[src/design/obbcd_pkg.sv]
// Shared types, widths and reset constants for the oriented box closest point core.
// Used by every module of the core and by its checker; depends on nothing.
package obbcd_pkg;

  // Field and register widths.
  localparam int CoordW    = 16;
  localparam int RegW      = 48;
  localparam int DistW     = 40;

  // Internal arithmetic widths.
  localparam int OffW      = CoordW + 1;          // point minus center
  localparam int ProdW     = OffW + CoordW;       // offset times axis component
  localparam int ProjW     = ProdW + 2;           // sum of three products
  localparam int FracShift = 14;                  // Q8.8 half-extent to Q.22
  localparam int LimW      = CoordW + FracShift;  // scaled half-extent, unsigned
  localparam int ClampW    = LimW + 1;            // clamped projection, signed
  localparam int ExcW      = ProjW;               // excess beyond the extent
  localparam int ExcShift  = 11;                  // Q.22 to Q.11
  localparam int E11W      = ExcW + 1 - ExcShift;
  localparam int SqW       = 2 * E11W;
  localparam int SqSumW    = SqW + 2;
  localparam int DistShift = 6;                   // Q.22 to Q.16
  localparam int RebW      = ClampW + CoordW;     // clamped projection times axis
  localparam int AccW      = RebW + 2;            // sum over three axes
  localparam int AccShift  = 28;                  // Q.36 to Q.8
  localparam int RndW      = AccW - AccShift + 1; // rounded offset
  localparam int SumW      = RndW + 1;            // center plus offset

  // Configuration register indexes.
  typedef enum logic [2:0] {
    RegCenter = 3'd0,
    RegHalf   = 3'd1,
    RegAxis0  = 3'd2,
    RegAxis1  = 3'd3,
    RegAxis2  = 3'd4
  } cfg_reg_t;

  // Reset values of the box registers.
  localparam logic [RegW-1:0] CenterReset = 48'h0000_0000_0000;
  localparam logic [RegW-1:0] HalfReset   = 48'h0100_0100_0100;
  localparam logic [RegW-1:0] Axis0Reset  = 48'h0000_0000_4000;
  localparam logic [RegW-1:0] Axis1Reset  = 48'h0000_4000_0000;
  localparam logic [RegW-1:0] Axis2Reset  = 48'h4000_0000_0000;

  // Box description as held in the configuration registers.
  typedef struct packed {
    logic [2:0][RegW-1:0] axis;
    logic [RegW-1:0]      half;
    logic [RegW-1:0]      center;
  } cfg_t;

  // Input item: one query point.
  typedef struct packed {
    logic signed [CoordW-1:0] point_x;
    logic signed [CoordW-1:0] point_y;
    logic signed [CoordW-1:0] point_z;
  } in_t;

  // Result item.
  typedef struct packed {
    logic signed [CoordW-1:0] closest_x;
    logic signed [CoordW-1:0] closest_y;
    logic signed [CoordW-1:0] closest_z;
    logic [DistW-1:0]         distance_squared;
    logic                     inside_res;
  } out_t;

  // Projections onto the three axes, signed.
  typedef logic [2:0][ProjW-1:0] proj_t;

  // Rebuilt offset terms and squared excesses after the clamp.
  typedef struct packed {
    logic [2:0][2:0][RebW-1:0] reb;      // [axis][component], signed
    logic [2:0][SqW-1:0]       sq;
    logic                      outside;
  } clamp_t;

  // Signed 16-bit field k of a packed 48-bit register.
  function automatic logic signed [CoordW-1:0] field16(input logic [RegW-1:0] word,
                                                       input logic [1:0] k);
    return word[CoordW*k +: CoordW];
  endfunction

endpackage

[src/design/obbcd_out.sv]
// Output stages: sum the rebuilt offsets and squared excesses, round, add the
// center and saturate into the result register. Depends on obbcd_pkg.
module obbcd_out (
  input  logic               clk,
  input  logic               rst,
  input  obbcd_pkg::cfg_t    box,
  input  logic               in_valid,
  output logic               in_ready,
  input  obbcd_pkg::clamp_t  cl,
  output logic               out_valid,
  input  logic               out_ready,
  output obbcd_pkg::out_t    res
);
  import obbcd_pkg::*;

  localparam logic [AccW:0]   AccHalf  = (AccW + 1)'(1) << (AccShift - 1);
  localparam logic [SqSumW:0] DistHalf = (SqSumW + 1)'(1) << (DistShift - 1);

  logic v6, v7;
  logic rdy6, rdy7;
  logic signed [AccW-1:0]   acc [3];
  logic [SqSumW-1:0]        sqsum;
  logic                     outside;
  logic signed [AccW:0]     acc_rnd [3];
  logic signed [RndW-1:0]   d [3];
  logic signed [SumW-1:0]   pos [3];
  logic signed [CoordW-1:0] sat [3];
  logic [SqSumW:0]          dist_rnd;
  logic [SqSumW-DistShift:0] dist_full;
  logic [DistW-1:0]         dist_sat;

  assign rdy7      = !v7 || out_ready;
  assign rdy6      = !v6 || rdy7;
  assign in_ready  = rdy6;
  assign out_valid = v7;

  always_ff @(posedge clk) begin
    if (rst) begin
      v6 <= 1'b0;
      v7 <= 1'b0;
    end else begin
      if (rdy6) v6 <= in_valid;
      if (rdy7) v7 <= v6;
    end
  end

  // Stage 6: sum over the three axes.
  always_ff @(posedge clk) begin
    if (rdy6) begin
      for (int i = 0; i < 3; i++) begin
        acc[i] <= AccW'($signed(cl.reb[0][i])) + AccW'($signed(cl.reb[1][i]))
                + AccW'($signed(cl.reb[2][i]));
      end
      sqsum   <= SqSumW'(cl.sq[0]) + SqSumW'(cl.sq[1]) + SqSumW'(cl.sq[2]);
      outside <= cl.outside;
    end
  end

  // Round to Q.8 (floor of value plus one half), add the center, saturate.
  always_comb begin
    for (int i = 0; i < 3; i++) begin
      acc_rnd[i] = (AccW + 1)'(acc[i]) + $signed(AccHalf);
      d[i]       = acc_rnd[i][AccW:AccShift];
      pos[i]     = SumW'(field16(box.center, 2'(i))) + SumW'(d[i]);
      if (!pos[i][SumW-1] && (|pos[i][SumW-2:CoordW-1])) begin
        sat[i] = {1'b0, {(CoordW - 1){1'b1}}};
      end else if (pos[i][SumW-1] && !(&pos[i][SumW-2:CoordW-1])) begin
        sat[i] = {1'b1, {(CoordW - 1){1'b0}}};
      end else begin
        sat[i] = pos[i][CoordW-1:0];
      end
    end
  end

  // Round the squared distance to Q.16 and saturate.
  always_comb begin
    dist_rnd  = {1'b0, sqsum} + DistHalf;
    dist_full = dist_rnd[SqSumW:DistShift];
    if (|dist_full[SqSumW-DistShift:DistW]) begin
      dist_sat = '1;
    end else begin
      dist_sat = dist_full[DistW-1:0];
    end
  end

  // Stage 7: result register.
  always_ff @(posedge clk) begin
    if (rdy7) begin
      res.closest_x        <= sat[0];
      res.closest_y        <= sat[1];
      res.closest_z        <= sat[2];
      res.distance_squared <= dist_sat;
      res.inside_res       <= !outside;
    end
  end

endmodule

[config.mk]
export PLATFORM = sky130hd
export DESIGN_NAME = obbcd_out
export DESIGN_NICKNAME = d
export VERILOG_FILES = /design/src/design/obbcd_pkg.sv /design/src/design/obbcd_out.sv
export SDC_FILE = /design/constraint.sdc
export NUM_CORES = 1
export LEC_CHECK = 0
export ABC_AREA = 1
export BUFFER_PORTS_ARGS = -buffer_cell sky130_fd_sc_hd__buf_2
export CAP_MARGIN = 20
export CORE_AREA = 8 8 350 352
export CTS_BUF_LIST = sky130_fd_sc_hd__clkbuf_8
export CTS_CLUSTER_SIZE = 30
export DETAILED_ROUTE_END_ITERATION = 7
export DIE_AREA = 0 0 358 360
export PLACE_DENSITY = 0.52
export SYNTH_ARGS = -nofsm -noshare
export SYNTH_HDL_FRONTEND = slang
export SYNTH_SLANG_ARGS = --single-unit
[constraint.sdc]
create_clock -name clk -period 4.5 [get_ports clk]
set_input_delay 0 -clock clk [delete_from_list [all_inputs] [get_ports clk]]
set_output_delay 0 -clock clk [all_outputs]
set_load 0.03 [all_outputs]
==> run summary, run 1 <==
outcome - complete, no violations
MaxCap Viol Count - 0
number of synthesized flops with an enable pin - 203
syn_area_per_cell - 7.13 um^2
VDD IR max - 0.221 mV
largest net degree at the start of global routing - 71
Worst EP required - 4.83 ns
Slowest Stage Delay on Critical Path - 0.41 ns
Layout Cells excl Fill - 6596
Tmin final - 4.01 ns
Placement Cell Area - 35700 um^2
Skew-Pair Late Insertion Delay - 0.63 ns
number of global-route vias before repair - 32000
Worst Path Max Fanout - 15
Starting Density - 25.9%
Worst path most repeated cell - nand2_1
global-route wire length before repair - 186000 um
post-route antenna net violation count - 0
clock tree buffer depth - 3
worst slew pin tran - 0.770 ns
Synth area leader - edfxtp_1
Syn-to-layout area delta - 21.6%
crit path DAT - 4.33 ns
GPL Wtd Cong - 0.958
Avg WL per Cell - 18.9 um
critical path class - flop to flop
CTS Sinks - 205
RSZ-0062 raised after global routing - false
mapped cell area - 30300 um^2
most area-consuming cells after synthesis - edfxtp_1 (20%), nand2_1 (14%), fa_1 (13%)
r2r worst-path depth - 23
sequential element share of the synthesized area - 20.3%
Syn Nets - 5524
endpoints failing setup - 0
Overflow after GRT - 0
TritonCTS clock tree - built
dpl cells - 6488
CTS Buf Count - 41
fill count - 13000
Pleak - 17.2 nW
H-Tree Depth - 2
Post-synth top cells - nand2_1 (1158), inv_1 (611), nor2_1 (481)
post-route cell area - 36800 um^2
Die H - 360 um
setup tns final - 0 ns
Worst Setup Start Kind - flop
P per Cell Area - 460 nW/um^2
Clock Skews - 0.0543 ns
Fmax - 249 MHz
post-CTS setup repair buffer count - 0
Synth Flop Type - edfxtp_1
drt initial violations - 2132
Rel. slew slack - 48.1%
NumNets Final - 6304
# DRC - 0
period utilization - 89.1%
Yosys top cell area share - 20.1%
Synth Warn # - 0
Ports - 909
Pre-antenna DRT Iters - 6
share of post-route cells with drive strength above 1 - 17.2%
CTS clk-pin slew, worst paths - 0.05 ns
final core utilization - 31.4%
Via Count - 30900
#FFs+latches synth - 205
Mapped Cells - 4244
endpoint class of the critical path - flop
die span in x - 358 um
Total Routing Usage GR - 18.6%
core region area - 117000 um^2
asr flop ratio synth - 0%
Hold Fails Final Rpt - 0
critical-path cell list - ha_1 -> nand3_1 -> nor3_1 -> inv_1 -> nor4_2 -> nand2_1 -> nor3_2 -> nand2_1 -> xnor2_1 -> ha_1 -> nand2_1 -> nor2_1 -> nand2_1 -> nor2_1 -> nand2_1 -> nand4_1 -> nand2_1 -> nor2_1 -> and2_1 -> nand2_1 -> nand2_1 -> buf_4 -> nand2_1
die area - 129000 um^2
worst hold path class - input port to flop
PortBufs - 716
final WL - 125000 um
count leader, synth - nand2_1
Hold Crit Depth - 5
post-synth cell types - 55
Rows - 126
root buf cell - clkbuf_8
critical path's slowest cell - ha_1
dpl hpwl - 113000 um
initial antenna violation count - 34
count of final max-slew check failures - 0
routed vias/inst - 4.69
## through the flow
step | power (mW) | setup WS [ns] | hold WS, ns
finish | 16.9 | 0.492 | 0.0533
global route | 18.6 | 0.0268 | 0.0536
CTS | 17.0 | 0.303 | 0.00264
detailed placement | 15.0 | 0.332 | 0.183
global placement | 15.1 | 0.381 | 0.180
floorplan | 11.4 | 1.01 | 0.0691
## worst max-delay path, delay by kind of cell, from the launching register on
kind                     cells  cell delay (ns)
flip-flops                   1             0.35
adder cells (fa/ha/maj)      2             0.60
XOR/XNOR                     1             0.14
AND/OR/NAND/NOR             18             2.27
buffers and inverters        2             0.36
## cell type report
cell class | count | area (um^2) | area share (%)
Sequential cell | 205 | 6140 | 16.7
Tap cell | 1536 | 1920 | 5.23
Timing Repair Buffer | 751 | 3940 | 10.7
Clock inverter | 31 | 194 | 0.527
Inverter | 617 | 2320 | 6.30
Clock buffer | 41 | 564 | 1.53
Antenna cell | 7 | 17.5 | 0.0476
Multi-Input combinational cell | 3408 | 21700 | 59.0
## state kept, by name, indices dropped and copies added, names as in the netlist
name	count
res	89
acc	66
sqsum	47
out_valid	1
outside	1
v6	1
## worst paths after layout
check | start | endpoint | slack (ns)
worst max-delay path | acc[0][125]$_DFFE_PP_ | res[43]$_SDFFCE_PP1P_ | 0.49
worst min-delay path | box[37] | res[46]$_SDFFCE_PP1P_ | 0.05
worst max register to register | acc[0][125]$_DFFE_PP_ | res[43]$_SDFFCE_PP1P_ | 0.49
worst min register to register | v6$_SDFFE_PP0P_ | out_valid$_SDFFE_PP0P_ | 0.49
## routing by layer
metal	vias up	share of wire, %	wire length, um	track usage, %
li1	15500	-	-	-
met1	14300	47	58800	25.9
met2	998	45	55600	30.5
met3	109	7.1	8890	3.67
met4	20	1.1	1350	2.12
met5	-	0.11	135	0
## cells in the final DEF (no fill, tap or decap), types with 142 or more instances in the layout
| cell | count |
|---|---|
| a21oi_1 | 280 |
| xor2_1 | 147 |
| ha_1 | 272 |
| buf_2 | 716 |
| fa_1 | 190 |
| nand3_1 | 201 |
| edfxtp_1 | 203 |
| nand2_1 | 1155 |
| o21ai_0 | 142 |
| nor2_1 | 481 |
| inv_1 | 618 |
## where the power goes
| part | internal [mW] | switching [mW] | total (mW) |
|---|---|---|---|
| logic | 3.75 | 7.52 | 11.3 |
| registers | 3.18 | 0.618 | 3.79 |
| clock network | 0.927 | 0.910 | 1.84 |
| total | 7.86 | 9.05 | 16.9 |
## timing repair
| action | 4_1_cts | 5_1_grt |
|---|---|---|
| gates resized for setup | 0 | 4 |
| hold endpoints to repair | 26 | 0 |
| setup endpoints to repair | 0 | 45 |
| hold buffers | 28 | 0 |
## kinds of logic after synthesis
| logic type | share of synthesized area, % |
|---|---|
| xor gates and xnor gates | 6.08 |
| and+or+nand+nor | 30.2 |
| buffers and inverters | 8.14 |
| DFF | 20.3 |
| adders and majority gates | 23.8 |
| AOI/OAI and AO/OA | 11.5 |
Power figures use the tool's default switching activity.
==> run 2, diff against run 1 <==
- ABC_AREA: 1 -> not set
- CORE_AREA: 8 8 350 352 -> 8 8 346 348
- DIE_AREA: 0 0 358 360 -> 0 0 354 356
- PLACE_DENSITY: 0.52 -> 0.45
==> run summary, run 2 <==
outcome - complete, no violations
largest net degree at the start of global routing - 65 (-8.5%)
Worst Path Max Fanout - 15 (unchanged)
Rel. slew slack - 38.9% (-9.2 points)
count of final max-slew check failures - 0 (unchanged)
Ports - 909 (unchanged)
TritonCTS clock tree - built
Largest register FFs - 89 (unchanged)
post-CTS setup repair buffer count - 0 (unchanged)
Syn Nets - 3475 (-37%)
Starting Density - 20.0% (-5.9 points)
drt initial violations - 943 (-56%)
largest registers - res: 89 flops, acc: 66 flops, sqsum: 47 flops
Yosys top cell area share - 26.8% (+6.7 points)
Rows - 124 (-1.6%)
Hold Fails Final Rpt - 0 (unchanged)
Clock Skews - 0.0349 ns (-0.0195 ns)
syn_area_per_cell - 10.4 um^2 (+45%)
most area-consuming cells after synthesis - edfxtp_1 (27%), fa_1 (17%), ha_1 (15%)
post-route antenna net violation count - 0 (unchanged)
root buf cell - clkbuf_8
count leader, synth - ha_1
# DRC - 0 (unchanged)
MaxCap Viol Count - 0 (unchanged)
Synth Flop Type - edfxtp_1
asr flop ratio synth - 0% (unchanged)
number of global-route vias before repair - 22300 (-30%)
crit path DAT - 4.66 ns (+0.33 ns)
sequential element share of the synthesized area - 27.0% (+6.7 points)
Total Routing Usage GR - 13.9% (-4.6 points)
commonest non-fill, non-tap cell in the layout - buf_2
Overflow after GRT - 0 (unchanged)
global-route wire length before repair - 135000 um (-27%)
CTS Sinks - 205 (unchanged)
Via Count - 20500 (-34%)
Pre-antenna DRT Iters - 5 (-1)
Die H - 356 um (-1.1%)
Tmin final - 4.29 ns (+0.283 ns)
setup tns final - 0 ns (unchanged)
die area - 126000 um^2 (-2.2%)
GPL Wtd Cong - 0.869 (-9.3%)
PnR worst setup slack - 0.209 ns (-0.283 ns)
number of synthesized flops with an enable pin - 203 (unchanged)
Reg with most FFs - res
NumNets Final - 4445 (-29%)
Syn-to-layout area delta - 37.4%
Avg WL per Cell - 19.3 um (+2.0%)
Pleak - 13.6 nW (-21%)
clock tree buffer depth - 3 (unchanged)
P per Cell Area - 453 nW/um^2 (-1.5%)
initial antenna violation count - 15 (-56%)
fill count - 12300 (-5.3%)
Fmax - 233 MHz (-6.6%)
core region area - 114000 um^2 (-2.6%)
share of post-route cells with drive strength above 1 - 27.0% (+9.8 points)
critical path class - flop to flop
PortBufs - 716 (unchanged)
endpoints failing setup - 0 (unchanged)
#FFs+latches synth - 205 (unchanged)
period utilization - 95.4% (+6.3 points)
endpoint class of the critical path - flop
worst hold path class - input port to flop
Hold WS - 0.0699 ns (+0.0166 ns)
dpl ws - -0.0869 ns (-0.419 ns)
Post-synth top cells - ha_1 (272), edfxtp_1 (203), fa_1 (190)
Mapped Cells - 2195 (-48%)
VDD IR max - 0.184 mV (-17%)
dpl hpwl - 80000 um (-29%)
power after layout - 14.2 mW (-16%)
Skew-Pair Late Insertion Delay - 0.66 ns (+0.03 ns)
routed vias/inst - 4.35 (-7.3%)
most frequent cells in the layout - buf_2 (716), ha_1 (271), edfxtp_1 (203), fa_1 (189), dlygate4sd3_1 (177)
Synth area leader - edfxtp_1
post-synth cell types - 75 (+36%)
worst slew pin tran - 0.916 ns (+0.146 ns)
mapped cell area - 22700 um^2 (-25%)
die span in x - 354 um (-1.1%)
H-Tree Depth - 2 (unchanged)
CTS clk-pin slew, worst paths - 0.05 ns (about the same)
Worst EP required - 4.87 ns (+0.04 ns)
RSZ-0062 raised after global routing - false
CTS Buf Count - 46 (+12%)
Worst Setup Start Kind - flop
final WL - 91100 um (-27%)
Synth Warn # - 0 (unchanged)
run 2: cell types whose count changed after synthesis, sizes merged, moves of 33 or more:
| cell | previous run | this run |
|---|---|---|
| nand2 | 1168 | 158 |
| nor2b | 0 | 33 |
| inv | 617 | 55 |
| and3 | 6 | 43 |
| nor2 | 492 | 128 |
| xor2 | 147 | 109 |
| xnor2 | 63 | 142 |
| nand3 | 244 | 81 |
| nor3 | 85 | 30 |
| a21oi | 281 | 175 |
| a21o | 39 | 119 |
run 2: metal layers:
layer  wire length (um)  track usage [%]
met3               6850             4.54
met4               2150             3.67
met1              40600             17.5
met2              41500             22.9
met5                 20                0
run 2: worst paths after layout:
kind | cells after the start | startpoint | endpoint | slack, ns
hold / removal | 3 | cl[150] | sqsum[51]$_DFFE_PP_ | 0.07
setup / recovery | 15 | acc[0][76]$_DFFE_PP_ | res[61]$_SDFFCE_PP1P_ | 0.21
hold reg to reg | 1 | outside$_DFFE_PP_ | res[0]$_DFFE_PP_ | 0.52
setup reg to reg | 15 | acc[0][76]$_DFFE_PP_ | res[61]$_SDFFCE_PP1P_ | 0.21
run 2: worst max-delay path: stages, from the launching register on:
cell	delay, ns
edfxtp_1	0.39
ha_1	0.23
buf_4	0.14
xor2_1	0.18
fa_2	0.41
a211oi_2	0.21
o21ai_1	0.14
a31o_1	0.28
a31o_4	0.27
a211oi_4	0.24
a211oi_2	0.12
xor2_1	0.16
or4_4	0.56
o41ai_4	0.39
buf_12	0.19
o21ai_0	0.10
run 2: where the power goes:
group | total (mW) | internal, mW | leakage [nW] | switching [mW]
registers | 3.62 | 3.10 | 1.99 | 0.515
logic | 8.51 | 3.75 | 11.1 | 4.76
clock network | 2.03 | 1.03 | 0.483 | 0.995
total | 14.2 | 7.88 | 13.6 | 6.27
run 2: repair_timing:
action | CTS | global route
resized for setup | 1 | 9
setup endpoints to repair | 11 | 18
hold buffers | 177 | 0
hold endpoints to repair | 94 | 0
run 2: logic make-up (layout without fill, tap and decap cells):
kind of cell	Yosys count	after routing	share of synthesized area (%)
buffers and inverters	78	1085	1.33
adders and majority gates	462	462	31.7
other	0	6	0
xor gates and xnor gates	251	251	9.67
AOI/OAI and AO/OA	613	613	17.6
and+or+nand+nor	582	582	12.5
DFF	205	205	27.0
muxes	4	4	0.176
run 2: area by class of cell:
type                       count  area, um^2  share of cell area (%)
sequential                   205        6140                    19.6
tap                         1512        1890                    6.05
clock buffer                  46         633                    2.03
timing repair buffer         945        5760                    18.4
antenna                        6        15.0                  0.0480
inverter                      55         209                   0.669
multi-input combinational   1912       16400                    52.4
clock inverter                39         228                   0.729
run 2: metrics by stage:
stage | utilization, % | instance area (um^2) | cells
floorplan | - | 22700 | 2195
finish | 27.4 | 31200 | 4720
detailed placement | 25.1 | 28500 | 4452
global route | 27.4 | 31200 | 4719
global placement | 25.1 | 28500 | 4452
CTS | 27.4 | 31200 | 4714
==> run 3, diff against run 2 <==
- RECOVER_POWER: not set -> 100
==> run summary, run 3 (same netlist as run 2, synthesis figures left out) <==
failing checks - max-capacitance violations, max-slew violations
GPL Wtd Cong - 0.869 (unchanged)
die area - 126000 um^2 (unchanged)
largest net degree at the start of global routing - 65 (unchanged)
drt initial violations - 966 (+2.4%)
Hold Fails Final Rpt - 0 (unchanged)
Skew-Pair Late Insertion Delay - 0.66 ns (about the same)
endpoint class of the critical path - flop
Layout Cells excl Fill - 4720 (unchanged)
Pleak - 13.3 nW (-1.5%)
Avg WL per Cell - 19.3 um (+0.19%)
root buf cell - clkbuf_8
dpl hpwl - 80000 um (unchanged)
CTS Buf Count - 46 (unchanged)
Syn-to-layout area delta - 36.6%
global-route wire length before repair - 135000 um (unchanged)
Worst Setup Start Kind - flop
Overflow after GRT - 0 (unchanged)
Tmin final - 4.30 ns (+0.00540 ns)
Starting Density - 20.0% (unchanged)
Ports - 909 (unchanged)
Worst Path Max Fanout - 15 (unchanged)
commonest non-fill, non-tap cell in the layout - buf_2
period utilization - 95.5% (+0.12 points)
critical path class - flop to flop
Rel. slew slack - -83.9% (-120 points)
H-Tree Depth - 2 (unchanged)
die span in x - 354 um (unchanged)
Largest register FFs - 89 (unchanged)
share of post-route cells with drive strength above 1 - 23.6% (-3.4 points)
Fmax - 233 MHz (-0.13%)
most frequent cells in the layout - buf_2 (621), ha_1 (271), edfxtp_1 (203), fa_1 (189), dlygate4sd3_1 (177)
clock tree buffer depth - 3 (unchanged)
outcome - complete, but fails checks
core region area - 114000 um^2 (unchanged)
setup tns final - 0 ns (unchanged)
largest registers - res: 89 flops, acc: 66 flops, sqsum: 47 flops
TritonCTS clock tree - built
CTS clk-pin slew, worst paths - 0.05 ns (about the same)
Die H - 356 um (unchanged)
multi-input logic area - 16400 um^2 (about the same)
fill count - 12300 (+0.31%)
MaxCap Viol Count - 2 (+2)
crit path DAT - 4.67 ns (about the same)
worst hold path class - input port to flop
RSZ-0062 raised after global routing - false
P per Cell Area - 453 nW/um^2 (about the same)
Via Count - 20600 (+0.17%)
number of global-route vias before repair - 22300 (unchanged)
Reg with most FFs - res
Total Routing Usage GR - 13.9% (unchanged)
VDD IR max - 0.184 mV (about the same)
initial antenna violation count - 15 (unchanged)
Rows - 124 (unchanged)
worst slew pin tran - 2.76 ns (+1.84 ns)
count of final max-slew check failures - 112 (+112)
Pre-antenna DRT Iters - 5 (unchanged)
# DRC - 0 (unchanged)
NumNets Final - 4445 (unchanged)
Sequential cell area - 6140 um^2 (unchanged)
PortBufs - 716 (unchanged)
final WL - 91200 um (+0.19%)
Clock Skews - 0.0344 ns (-0.000456 ns)
Worst EP required - 4.87 ns (about the same)
routed vias/inst - 4.35 (+0.17%)
dpl cells - 4452 (unchanged)
post-route antenna net violation count - 0 (unchanged)
CTS Sinks - 205 (unchanged)
endpoints failing setup - 0 (unchanged)
-- run 3: final timing paths --
kind,start,to,slack [ns],cells past startpoint
setup reg to reg,acc[0][76]$_DFFE_PP_,res[61]$_SDFFCE_PP1P_,0.20,15
setup / recovery,acc[0][76]$_DFFE_PP_,res[61]$_SDFFCE_PP1P_,0.20,15
hold reg to reg,outside$_DFFE_PP_,res[0]$_DFFE_PP_,0.52,1
hold / removal,cl[150],sqsum[51]$_DFFE_PP_,0.07,3
-- run 3: timing repair --
item | in CTS | in global routing
hold buffers | 177 | 0
endpoints found under the setup margin | 11 | 18
setup buffers | 0 | 0
gates resized for setup | 1 | 9
hold endpoints to repair | 94 | 0
-- run 3: metrics by stage --
stage	power [mW]	hold slack, ns	area [um^2]	util [%]	setup slack (ns)
after global placement	11.9	0.181	28500	25.1	-0.000579
after floorplan	9.13	0.0724	22700	-	0.359
final	14.1	0.0658	31100	27.3	0.204
after CTS	14.3	0.000658	31200	27.4	0.143
after detailed placement	11.8	0.181	28500	25.1	-0.0869
after global routing	15.3	0.0263	31100	27.3	0.0145
-- run 3: layer usage --
layer	wire [um]	GRT usage [%]	part of all wire, %	up-vias
met5	20	0	0.022	-
met4	2190	3.67	2.4	4
met3	7000	4.54	7.7	107
met2	41400	22.9	45	657
met1	40600	17.5	44	9666
li1	-	-	-	10100
-- run 3: power breakdown --
group	switching [mW]	leakage [nW]	internal, mW
registers	0.523	1.99	3.10
clock network	0.997	0.483	1.03
logic	4.76	10.9	3.67
-- run 3: area by class of cell --
type                            instances  share of cell area, %
Clock inverter                         39                  0.733
Inverter                               55                  0.664
Clock buffer                           46                   2.04
Timing Repair Buffer                  945                   18.0
Sequential cell                       205                   19.7
Tap cell                             1512                   6.09
Multi-Input combinational cell       1912                   52.7
Antenna cell                            6                 0.0483
-- run 3: worst max-delay path, stage by stage (launching register included) --
cell and delay, ns:
edfxtp_1 0.39, ha_1 0.23, buf_4 0.14, xor2_1 0.18, fa_2 0.41, a211oi_2 0.21
o21ai_1 0.15, a31o_1 0.28, a31o_4 0.27, a211oi_4 0.24, a211oi_2 0.12, xor2_1 0.16
or4_4 0.56, o41ai_4 0.39, buf_12 0.19, o21ai_0 0.10
